## src/hw/rtl/rlre_pkg.sv

```systemverilog
package rlre_pkg;

    // Default geometry of the log ring
    localparam int LOG_DEPTH_DEF = 32;
    localparam int DATA_BITS_DEF = 64;

    // Fixed field widths
    localparam int INDEX_W  = 32;
    localparam int TERM_W   = 32;
    localparam int STATUS_W = 3;
    localparam int FUNC_W   = 2;
    localparam int PADDR_W  = 3;
    localparam int PDATA_W  = 32;

    // Shift of the fixed-point reciprocal used for the slot reduction
    localparam int RECIP_SHIFT = 32;

    typedef enum logic [FUNC_W-1:0] {
        FUNC_APPEND = 2'd0,
        FUNC_STABLE = 2'd1,
        FUNC_COMMIT = 2'd2,
        FUNC_QUERY  = 2'd3
    } func_t;

    typedef enum logic [STATUS_W-1:0] {
        ST_OK            = 3'd0,
        ST_BEHIND        = 3'd1,
        ST_BAD_INDEX     = 3'd2,
        ST_BEYOND_STABLE = 3'd3,
        ST_TOO_FAR       = 3'd4
    } status_t;

    // Register indexes on the configuration port (paddr[2])
    localparam logic [0:0] REG_CURRENT_TERM = 1'b0;
    localparam logic [0:0] REG_MULTICAST    = 1'b1;

endpackage

```

## src/hw/rtl/rlre_slot_mod.sv

```systemverilog
module rlre_slot_mod #(
    parameter int LOG_DEPTH = rlre_pkg::LOG_DEPTH_DEF
) (
    input  logic                                clk,
    input  logic                                step,
    input  logic [rlre_pkg::INDEX_W-2:0]        index,
    output logic [$clog2(LOG_DEPTH)-1:0]        slot
);

    localparam int SLOT_W  = $clog2(LOG_DEPTH);
    localparam int MAG_W   = rlre_pkg::INDEX_W - 1;
    localparam int RECIP_W = rlre_pkg::RECIP_SHIFT;
    localparam int PROD_W  = MAG_W + RECIP_W;

    // floor(2^32 / depth): the quotient estimate is at most one low
    localparam logic [RECIP_W-1:0] RECIP =
        RECIP_W'((64'd1 << rlre_pkg::RECIP_SHIFT) / LOG_DEPTH);
    localparam logic [MAG_W-1:0]   DEPTH_M = MAG_W'(LOG_DEPTH);
    localparam logic [SLOT_W:0]    DEPTH_R = (SLOT_W + 1)'(LOG_DEPTH);

    logic [PROD_W-1:0] prod_reg;
    logic [MAG_W-1:0]  mag_reg;
    logic [SLOT_W-1:0] slot_reg;

    logic [MAG_W-1:0]  quot;
    logic [MAG_W-1:0]  quot_depth;
    logic [MAG_W-1:0]  diff;
    logic [SLOT_W:0]   rem;
    logic [SLOT_W:0]   rem_fix;

    always_comb
    begin
        quot       = prod_reg[PROD_W-1:rlre_pkg::RECIP_SHIFT];
        quot_depth = MAG_W'(quot * DEPTH_M);
        diff       = mag_reg - quot_depth;
        // remainder estimate stays below twice the depth
        rem        = diff[SLOT_W:0];
        rem_fix    = (rem >= DEPTH_R) ? (rem - DEPTH_R) : rem;
    end

    always_ff @(posedge clk)
    begin
        if (step)
        begin
            prod_reg <= PROD_W'(index) * PROD_W'(RECIP);
            mag_reg  <= index;
            slot_reg <= rem_fix[SLOT_W-1:0];
        end
    end

    assign slot = slot_reg;

endmodule

```

## src/hw/rtl/replicated_log_ring_engine.sv

```systemverilog
// Replicated log ring engine: a consensus log held in a ring of LOG_DEPTH slots.
// Items arrive on the item channel (func, log_index, entry_term, entry_data) with
// item_valid/item_ready; results leave on the result channel with
// result_valid/result_ready. One item is worked at a time; item_ready is high
// whenever the engine is idle, even while the final result of the previous item
// still sits in the output register waiting for its transfer.
// From item transfer to final result: an append passes S_SLOT and S_ACCESS, a term
// query S_SLOT, S_ACCESS and S_QDATA (no S_QDATA for index minus one or an index
// out of range), advance-stable walks in S_WALK, and commit checks in S_CCHECK and,
// unless refused or not ahead, issues its entry reads in S_COMMIT. These steps are
// set by the two-stage slot reduction (index mod LOG_DEPTH through a reciprocal
// multiply), the registered slot memory read, and the walk over one slot per cycle.
// Committed entries stream out at one transfer per cycle while the receiver keeps
// result_ready high; a stall holds the output register and the pending memory
// read, and the walk pauses without losing or repeating an entry.
// Reset clears the indexes to minus one, all slot valid bits, the registers
// on the configuration port and the channel control. Slot data and terms are not
// cleared; there is no clearing pass after reset.
// Configuration: APB-style port, current_term at 0x0, multicast_mode at 0x4.
module replicated_log_ring_engine #(
    parameter int LOG_DEPTH = rlre_pkg::LOG_DEPTH_DEF,
    parameter int DATA_BITS = rlre_pkg::DATA_BITS_DEF
) (
    input  logic                                clk,
    input  logic                                rst_n,

    // item channel
    input  logic                                item_valid,
    output logic                                item_ready,
    input  logic [rlre_pkg::FUNC_W-1:0]         func,
    input  logic signed [rlre_pkg::INDEX_W-1:0] log_index,
    input  logic [rlre_pkg::TERM_W-1:0]         entry_term,
    input  logic [DATA_BITS-1:0]                entry_data,

    // result channel
    output logic                                result_valid,
    input  logic                                result_ready,
    output logic [rlre_pkg::STATUS_W-1:0]       status,
    output logic [DATA_BITS-1:0]                out_data,
    output logic [rlre_pkg::TERM_W-1:0]         out_term,
    output logic signed [rlre_pkg::INDEX_W-1:0] out_index,
    output logic                                is_entry,
    output logic                                last_of_run,

    // configuration port
    input  logic                                psel,
    input  logic                                penable,
    input  logic                                pwrite,
    input  logic [rlre_pkg::PADDR_W-1:0]        paddr,
    input  logic [rlre_pkg::PDATA_W-1:0]        pwdata,
    output logic [rlre_pkg::PDATA_W-1:0]        prdata,
    output logic                                pready
);

    localparam int SLOT_W  = $clog2(LOG_DEPTH);
    localparam int STEP_W  = $clog2(LOG_DEPTH + 1);
    localparam int IDX_W   = rlre_pkg::INDEX_W;
    localparam int TERM_W  = rlre_pkg::TERM_W;

    localparam logic [SLOT_W-1:0]        SLOT_LAST  = SLOT_W'(LOG_DEPTH - 1);
    localparam logic [STEP_W-1:0]        STEP_LIMIT = STEP_W'(LOG_DEPTH);
    localparam logic signed [IDX_W:0]    SPAN_LIMIT = (IDX_W + 1)'(LOG_DEPTH);
    localparam logic signed [IDX_W-1:0]  IDX_NONE   = -32'sd1;

    typedef enum logic [7:0] {
        S_IDLE   = 8'b0000_0001,
        S_SLOT   = 8'b0000_0010,
        S_ACCESS = 8'b0000_0100,
        S_QDATA  = 8'b0000_1000,
        S_CCHECK = 8'b0001_0000,
        S_COMMIT = 8'b0010_0000,
        S_WALK   = 8'b0100_0000,
        S_FINAL  = 8'b1000_0000
    } state_t;

    // ------------------------------------------------------------------
    // State
    // ------------------------------------------------------------------
    state_t state_reg, state_next;

    rlre_pkg::func_t             func_reg;
    logic signed [IDX_W-1:0]     idx_reg;
    logic [TERM_W-1:0]           term_in_reg;
    logic [DATA_BITS-1:0]        data_in_reg;

    logic signed [IDX_W-1:0]     last_index_reg;
    logic signed [IDX_W-1:0]     stable_index_reg;
    logic signed [IDX_W-1:0]     commit_index_reg;
    logic signed [IDX_W-1:0]     applied_index_reg;
    logic [SLOT_W-1:0]           stable_slot_reg;   // slot of stable_index + 1
    logic [SLOT_W-1:0]           applied_slot_reg;  // slot of applied_index + 1
    logic [STEP_W-1:0]           steps_reg;
    logic [LOG_DEPTH-1:0]        valid_reg;

    logic [TERM_W-1:0]           current_term_reg;
    logic                        multicast_reg;

    // slot memories, registered read
    logic [DATA_BITS-1:0]        data_mem [LOG_DEPTH];
    logic [TERM_W-1:0]           term_mem [LOG_DEPTH];
    logic [DATA_BITS-1:0]        rd_data_reg;
    logic [TERM_W-1:0]           rd_term_reg;

    // pending entry: read issued, data in rd_data_reg
    logic                        pend_valid_reg;
    logic signed [IDX_W-1:0]     pend_index_reg;

    // final result of the current item
    rlre_pkg::status_t           fin_status_reg;
    logic [TERM_W-1:0]           fin_term_reg;
    logic signed [IDX_W-1:0]     fin_index_reg;

    // output register
    logic                        res_valid_reg;
    rlre_pkg::status_t           res_status_reg;
    logic [DATA_BITS-1:0]        res_data_reg;
    logic [TERM_W-1:0]           res_term_reg;
    logic signed [IDX_W-1:0]     res_index_reg;
    logic                        res_entry_reg;
    logic                        res_last_reg;

    // ------------------------------------------------------------------
    // Control signals
    // ------------------------------------------------------------------
    logic                        item_xfer;
    logic                        cfg_write;
    logic [SLOT_W-1:0]           slot;
    logic                        slot_step;

    logic                        out_free;
    logic                        pend_move;
    logic                        commit_more;
    logic                        commit_issue;
    logic                        walk_go;

    logic                        append_ok;
    logic                        mem_we;
    logic                        term_re;

    logic                        ck_not_ahead;
    logic                        ck_beyond;
    logic                        ck_too_far;
    logic signed [IDX_W:0]       commit_span;

    logic                        query_direct;
    logic                        query_bad;

    assign item_ready = (state_reg == S_IDLE);
    assign item_xfer  = item_valid && item_ready;
    assign cfg_write  = psel && penable && pwrite && pready;
    assign pready     = 1'b1;

    // index mod depth, two stages: product at the transfer, slot in S_SLOT
    assign slot_step = item_xfer || (state_reg == S_SLOT);

    rlre_slot_mod #(
        .LOG_DEPTH (LOG_DEPTH)
    ) u_slot_mod (
        .clk   (clk),
        .step  (slot_step),
        .index (log_index[IDX_W-2:0]),
        .slot  (slot)
    );

    always_comb
    begin
        out_free     = !res_valid_reg || result_ready;
        pend_move    = pend_valid_reg && out_free;
        commit_more  = (applied_index_reg != commit_index_reg);
        commit_issue = (state_reg == S_COMMIT) && commit_more
                       && (!pend_valid_reg || pend_move);

        walk_go = (stable_index_reg < last_index_reg) && (steps_reg != STEP_LIMIT)
                  && valid_reg[stable_slot_reg];

        append_ok = !(commit_index_reg > idx_reg) && (idx_reg >= 0);
        mem_we    = (state_reg == S_ACCESS) && (func_reg == rlre_pkg::FUNC_APPEND)
                    && append_ok;

        query_direct = (idx_reg == IDX_NONE);
        query_bad    = (idx_reg < IDX_NONE) || (idx_reg > last_index_reg);
        term_re      = (state_reg == S_ACCESS) && (func_reg == rlre_pkg::FUNC_QUERY)
                       && !query_direct && !query_bad;

        commit_span  = (IDX_W + 1)'(idx_reg) - (IDX_W + 1)'(applied_index_reg);
        ck_not_ahead = (idx_reg <= commit_index_reg);
        ck_beyond    = !multicast_reg && (idx_reg > stable_index_reg);
        ck_too_far   = (commit_span > SPAN_LIMIT);
    end

    // ------------------------------------------------------------------
    // Sequencer
    // ------------------------------------------------------------------
    always_comb
    begin
        state_next = state_reg;
        unique case (state_reg)
            S_IDLE:
            begin
                if (item_xfer)
                begin
                    unique case (rlre_pkg::func_t'(func))
                        rlre_pkg::FUNC_APPEND: state_next = S_SLOT;
                        rlre_pkg::FUNC_QUERY:  state_next = S_SLOT;
                        rlre_pkg::FUNC_STABLE: state_next = S_WALK;
                        rlre_pkg::FUNC_COMMIT: state_next = S_CCHECK;
                        default:               state_next = S_IDLE;
                    endcase
                end
            end
            S_SLOT:   state_next = S_ACCESS;
            S_ACCESS: state_next = term_re ? S_QDATA : S_FINAL;
            S_QDATA:  state_next = S_FINAL;
            S_CCHECK:
            begin
                if (ck_not_ahead || ck_beyond || ck_too_far)
                    state_next = S_FINAL;
                else
                    state_next = S_COMMIT;
            end
            S_COMMIT:
            begin
                if (!commit_more && (!pend_valid_reg || pend_move))
                    state_next = S_FINAL;
            end
            S_WALK:
            begin
                if (!walk_go)
                    state_next = S_FINAL;
            end
            S_FINAL:
            begin
                if (out_free)
                    state_next = S_IDLE;
            end
            default:  state_next = S_IDLE;
        endcase
    end

    always_ff @(posedge clk or negedge rst_n)
    begin
        if (!rst_n)
            state_reg <= S_IDLE;
        else
            state_reg <= state_next;
    end

    // capture the item
    always_ff @(posedge clk)
    begin
        if (item_xfer)
        begin
            func_reg    <= rlre_pkg::func_t'(func);
            idx_reg     <= log_index;
            term_in_reg <= entry_term;
            data_in_reg <= entry_data;
        end
    end

    // ------------------------------------------------------------------
    // Log indexes, walk pointers and valid bits
    // ------------------------------------------------------------------
    always_ff @(posedge clk or negedge rst_n)
    begin
        if (!rst_n)
        begin
            last_index_reg    <= IDX_NONE;
            stable_index_reg  <= IDX_NONE;
            commit_index_reg  <= IDX_NONE;
            applied_index_reg <= IDX_NONE;
            stable_slot_reg   <= '0;
            applied_slot_reg  <= '0;
            steps_reg         <= '0;
            valid_reg         <= '0;
            pend_valid_reg    <= 1'b0;
        end
        else
        begin
            if (item_xfer)
                steps_reg <= '0;

            // append: mark the slot and raise last
            if (mem_we)
            begin
                valid_reg[slot] <= 1'b1;
                if (last_index_reg < idx_reg)
                    last_index_reg <= idx_reg;
            end

            // advance stable over one valid slot per cycle
            if ((state_reg == S_WALK) && walk_go)
            begin
                stable_index_reg <= stable_index_reg + 32'sd1;
                stable_slot_reg  <= (stable_slot_reg == SLOT_LAST) ? '0
                                    : stable_slot_reg + SLOT_W'(1);
                steps_reg        <= steps_reg + STEP_W'(1);
            end

            // take the new commit point
            if ((state_reg == S_CCHECK) && !ck_not_ahead && !ck_beyond && !ck_too_far)
                commit_index_reg <= idx_reg;

            // issue one entry read per cycle while pend is free, drop its valid bit
            if (commit_issue)
            begin
                valid_reg[applied_slot_reg] <= 1'b0;
                applied_index_reg           <= applied_index_reg + 32'sd1;
                applied_slot_reg            <= (applied_slot_reg == SLOT_LAST) ? '0
                                               : applied_slot_reg + SLOT_W'(1);
                pend_valid_reg              <= 1'b1;
            end
            else if (pend_move)
            begin
                pend_valid_reg <= 1'b0;
            end
        end
    end

    always_ff @(posedge clk)
    begin
        if (commit_issue)
            pend_index_reg <= applied_index_reg + 32'sd1;
    end

    // ------------------------------------------------------------------
    // Slot memories
    // ------------------------------------------------------------------
    always_ff @(posedge clk)
    begin
        if (mem_we)
            data_mem[slot] <= data_in_reg;
        if (commit_issue)
            rd_data_reg <= data_mem[applied_slot_reg];
    end

    always_ff @(posedge clk)
    begin
        if (mem_we)
            term_mem[slot] <= term_in_reg;
        if (term_re)
            rd_term_reg <= term_mem[slot];
    end

    // ------------------------------------------------------------------
    // Final result of the item
    // ------------------------------------------------------------------
    always_ff @(posedge clk)
    begin
        unique case (state_reg)
            S_ACCESS:
            begin
                fin_term_reg <= '0;
                if (func_reg == rlre_pkg::FUNC_APPEND)
                begin
                    fin_index_reg <= last_index_reg;
                    if (commit_index_reg > idx_reg)
                        fin_status_reg <= rlre_pkg::ST_BEHIND;
                    else if (idx_reg < 0)
                        fin_status_reg <= rlre_pkg::ST_BAD_INDEX;
                    else
                    begin
                        fin_status_reg <= rlre_pkg::ST_OK;
                        if (last_index_reg < idx_reg)
                            fin_index_reg <= idx_reg;
                    end
                end
                else
                begin
                    fin_index_reg <= last_index_reg;
                    if (query_direct)
                    begin
                        fin_status_reg <= rlre_pkg::ST_OK;
                        fin_term_reg   <= current_term_reg;
                    end
                    else if (query_bad)
                        fin_status_reg <= rlre_pkg::ST_BAD_INDEX;
                    else
                        fin_status_reg <= rlre_pkg::ST_OK;
                end
            end
            S_QDATA:
            begin
                fin_term_reg <= rd_term_reg;
            end
            S_CCHECK:
            begin
                fin_term_reg <= '0;
                if (ck_not_ahead)
                begin
                    fin_status_reg <= rlre_pkg::ST_OK;
                    fin_index_reg  <= commit_index_reg;
                end
                else if (ck_beyond)
                begin
                    fin_status_reg <= rlre_pkg::ST_BEYOND_STABLE;
                    fin_index_reg  <= commit_index_reg;
                end
                else if (ck_too_far)
                begin
                    fin_status_reg <= rlre_pkg::ST_TOO_FAR;
                    fin_index_reg  <= commit_index_reg;
                end
                else
                begin
                    fin_status_reg <= rlre_pkg::ST_OK;
                    fin_index_reg  <= idx_reg;
                end
            end
            S_WALK:
            begin
                fin_term_reg   <= '0;
                fin_status_reg <= rlre_pkg::ST_OK;
                if (!walk_go)
                    fin_index_reg <= stable_index_reg;
            end
            default:
            begin
                fin_term_reg <= fin_term_reg;
            end
        endcase
    end

    // ------------------------------------------------------------------
    // Output register: entry results first, then the final result
    // ------------------------------------------------------------------
    always_ff @(posedge clk or negedge rst_n)
    begin
        if (!rst_n)
            res_valid_reg <= 1'b0;
        else if (pend_move || ((state_reg == S_FINAL) && out_free))
            res_valid_reg <= 1'b1;
        else if (result_ready)
            res_valid_reg <= 1'b0;
    end

    always_ff @(posedge clk)
    begin
        if (pend_move)
        begin
            res_status_reg <= rlre_pkg::ST_OK;
            res_data_reg   <= rd_data_reg;
            res_term_reg   <= '0;
            res_index_reg  <= pend_index_reg;
            res_entry_reg  <= 1'b1;
            res_last_reg   <= 1'b0;
        end
        else if ((state_reg == S_FINAL) && out_free)
        begin
            res_status_reg <= fin_status_reg;
            res_data_reg   <= '0;
            res_term_reg   <= fin_term_reg;
            res_index_reg  <= fin_index_reg;
            res_entry_reg  <= 1'b0;
            res_last_reg   <= 1'b1;
        end
    end

    assign result_valid = res_valid_reg;
    assign status       = res_status_reg;
    assign out_data     = res_data_reg;
    assign out_term     = res_term_reg;
    assign out_index    = res_index_reg;
    assign is_entry     = res_entry_reg;
    assign last_of_run  = res_last_reg;

    // ------------------------------------------------------------------
    // Configuration registers
    // ------------------------------------------------------------------
    always_ff @(posedge clk or negedge rst_n)
    begin
        if (!rst_n)
        begin
            current_term_reg <= '0;
            multicast_reg    <= 1'b0;
        end
        else if (cfg_write)
        begin
            unique case (paddr[2])
                rlre_pkg::REG_CURRENT_TERM: current_term_reg <= pwdata;
                rlre_pkg::REG_MULTICAST:    multicast_reg    <= pwdata[0];
                default:                    multicast_reg    <= multicast_reg;
            endcase
        end
    end

    always_comb
    begin
        unique case (paddr[2])
            rlre_pkg::REG_CURRENT_TERM: prdata = current_term_reg;
            rlre_pkg::REG_MULTICAST:    prdata = {{(rlre_pkg::PDATA_W - 1){1'b0}}, multicast_reg};
            default:                    prdata = '0;
        endcase
    end

endmodule

```

## config.mk

```make
export PLATFORM = sky130hd
export DESIGN_NAME = replicated_log_ring_engine
export DESIGN_NICKNAME = d
export VERILOG_FILES = /design/src/hw/rtl/rlre_pkg.sv /design/src/hw/rtl/rlre_slot_mod.sv /design/src/hw/rtl/replicated_log_ring_engine.sv
export SDC_FILE = /design/constraint.sdc
export NUM_CORES = 2
export LEC_CHECK = 0
export ABC_AREA = 1
export CAP_MARGIN = 20
export CORE_UTILIZATION = 51
export CTS_BUF_LIST = sky130_fd_sc_hd__clkbuf_8
export CTS_CLUSTER_SIZE = 14
export DETAILED_ROUTE_END_ITERATION = 10
export DONT_BUFFER_PORTS = 1
export PLACE_DENSITY_LB_ADDON = 0.08
export SYNTH_ARGS = -nofsm -noshare
export SYNTH_HDL_FRONTEND = slang
export SYNTH_SLANG_ARGS = --single-unit
export TNS_END_PERCENT = 100
```

## constraint.sdc

```tcl
create_clock -name clk -period 7.9 [get_ports clk]
set_clock_uncertainty 0.2 [all_clocks]
set_input_delay 0.79 -clock clk [delete_from_list [all_inputs] [get_ports clk]]
set_output_delay 0.79 -clock clk [all_outputs]
set_load 0.05 [all_outputs]
```

==> results_dict.tcl <==
set metrics [dict create \
    cp.required_ns 8.53 \
    synthMuxAreaShare_pct 0 \
    cts_tree "built" \
    place.gp.congestion 0.884 \
    clock-sinks 3759 \
    synth_seq_cells 3759 \
    drv_cap 0 \
    post_route_cells_drive_above_1_share_pct 10.3 \
    grtUsageTotal_pct 29.3 \
    drc 0 \
    crit_path_cell_trace "buf_4 -> inv_1 -> ha_1 -> nand4_1 -> inv_1 -> nand2_1 -> nor4_1 -> nand2_1 -> nand3b_1 -> nand2_1 -> nand2_1 -> nand3_2 -> nor2_1 -> nand2_1 -> nor2_4 -> buf_4" \
    min_period_ns 6.71 \
    hold_path.class "in -> reg" \
    vdd_drop_max_mv 0.337 \
    grt-ovfl-total 0 \
    clk_path_buf_depth 4 \
    floorplan.die.width_um 545 \
    antenna_found_initial 36 \
    p_leak_uw 0.0573 \
    synth_edf_count 3503 \
    final_util_pct 57.8 \
    end_kind "register" \
    synth_warnings 0 \
    post_synth_num_cell_types 61 \
    syn_nets 11539 \
    vias 96938 \
    finalInstanceArea_sq_um 169000 \
    grt_pass1_vias 94056 \
    insertion_delay_ns 1.19 \
    dr.pass1.iters 6 \
    crit_arrival_ns 7.34 \
    synthFlopType "edfxtp_1" \
    dpl_cell_area_sq_um 155000 \
    drt-total-wl_um 443000 \
    cp.buffers_inverters 4 \
    clockRootBuffer "clkbuf_8" \
    largest_register_ffs 2048 \
    max_flop_register "data_mem" \
    dr.first_iter.drc_count 10490 \
    die_h_um 545 \
    fin_crit_sh_pct 85.0 \
    wire_per_inst_um 27.7 \
    synthAdderAreaFrac_pct 1.44 \
    grt_pass1_wl_um 637000 \
    slew_headroom_pct 14.7 \
    synth-compound-area-share_pct 12.1 \
    rrSetupSlack_ns 1.19 \
    post_cts_resized 0 \
    synth_xor_area_share_pct 0.548 \
    worst_hold_slack_ns 0.0847 \
    syn_area_sq_um 150000 \
    area_delta_synth_final_pct 12.4 \
    worstSetupStartpointType "register" \
    setup_viol 0 \
    synth.avg_cell_area_sq_um 13.4 \
    clock.fmax_ghz 0.149 \
    syn_inst 11195 \
    rsz0062_at_grt "no" \
    status "finished, final reports clean" \
    seq_area_frac_synth_pct 74.3 \
    dieArea_sq_um 297000 \
    htreeDepth 6 \
    path_common_cell "nand2_1" \
    cts-buffers-inserted 616 \
    path_max_fanout 18 \
    nets 11920 \
    start_util_pct 51.4 \
    tightest_slew_ns 1.28 \
    slowest_stage "nor2_4" \
    detailed_place_hpwl_um 233000 \
    grt_start_max_net_pins 237 \
    powerDensity_nw_per_um2 341 \
    finalHoldViolations 0 \
    port_buffers 0 \
    tns_ns 0 \
    viasPerCell 6.07 \
    critPathKind "reg -> reg" \
    reg_top3 "data_mem: 2048 flops, term_mem: 1024 flops" \
    fill_cells 23564 \
    rows 198 \
    io_pins 340 \
    async_reset_ff_share_pct 5.83 \
    ant_nets 0 \
    core_area_sq_um 292000 \
    critical_path.top_delay_family "simple AND/OR/NAND/NOR gates" \
    max_stage_delay_ns 1.15 \
    clk_pin_slew_worst_paths_ns 0.07 \
    synth_simple_gate_area_share_pct 8.53 \
    finalMaxSlewViolations 0 \
    synth_top_family_by_area "compound AO/OA/AOI/OAI gates" \
]
==> layer usage <==
layer | share of wire [%] | GRT usage (%) | vias up
met1 | 42 | 41.4 | 48965
met5 | 0.024 | 0 | -
met4 | 2.7 | 8.31 | 16
li1 | - | - | 42801
met2 | 47 | 47.2 | 4417
met3 | 7.9 | 4.71 | 739
==> report_power, final <==
part | switching, uW | internal [uW]
registers | 2330 | 24200
clock network | 7780 | 7640
logic | 11300 | 4250
total | 21400 | 36100
==> final cells by class <==
cell class / count / area (sq um) / share of cell area (%)
clock buffers: 637 / 8770 / 5.20
diodes: 19 / 47.5 / 0.0282
inverters: 520 / 2000 / 1.19
flip-flops and latches: 3759 / 112000 / 66.1
clock inverters: 459 / 2200 / 1.30
repair buffers: 439 / 4880 / 2.89
multi-input cells: 6240 / 34300 / 20.4
well taps: 3900 / 4880 / 2.89
==> kinds of logic (layout without fill, tap and decap cells) <==
kind of cell	count (synthesis)	after routing
flops	3759	3759
simple gates	3102	3102
compound gates	2871	2871
buf+inv	1196	2055
fa+ha+maj	172	172
xor+xnor	94	94
other cells	1	20
==> Yosys cell counts (168+ instances only) <==
cell / count / area, sq um
a22oi_1: 523 / 3930
nand3_1: 279 / 1400
o221ai_1: 360 / 3150
o21ai_0: 1159 / 5800
clkbuf_1: 562 / 2110
a21oi_1: 350 / 1750
nor2_1: 1531 / 5750
inv_1: 486 / 1820
edfxtp_1: 3503 / 105000
ha_1: 171 / 2140
nand2_1: 975 / 3660
o211ai_1: 168 / 1260
==> what timing repair did <==
action,CTS,global route
hold buffers,240,0
buffers inserted,0,0
hold endpoints to repair,393,0
==> placed cells by master, fill, tap and decap left out, drive strengths merged, types with 285 or more instances in the layout <==
cell / n
nor2: 1545
edfxtp: 3503
o21ai: 1192
inv: 783
nand3: 285
clkbuf: 637
a22oi: 523
a21oi: 350
nand2: 981
o221ai: 360
==> path summary, 6_finish.rpt <==
path / startpoint / end / depth (start not counted)
worst max-delay path: idx_reg[31]$_DFFE_PP_ / term_mem[15][20]$_DFFE_PP_ / 16
worst min-delay path: entry_term[24] / term_in_reg[24]$_DFFE_PP_ / 1
worst max register to register: idx_reg[31]$_DFFE_PP_ / term_mem[15][20]$_DFFE_PP_ / 16
worst min register to register: u_slot_mod.mag_reg[2]$_DFFE_PP_ / u_slot_mod.slot[2]$_DFFE_PP_ / 0
max in group asynchronous: rst_n / applied_slot_reg[1]$_DFFE_PN0P_ / 2
min in group asynchronous: rst_n / result_valid$_DFFE_PN0P_ / 2
==> per-stage QoR <==
step / instances / setup WS (ns) / power [uW]
floorplan: 11195 / 0.591 / 36100
global placement: 14596 / 1.38 / 41800
detailed placement: 14600 / 1.34 / 42100
CTS: 15936 / 1.28 / 57600
global route: 15967 / 1.00 / 60200
finish: 15973 / 1.19 / 57500
(Power assumes the default switching activity.)
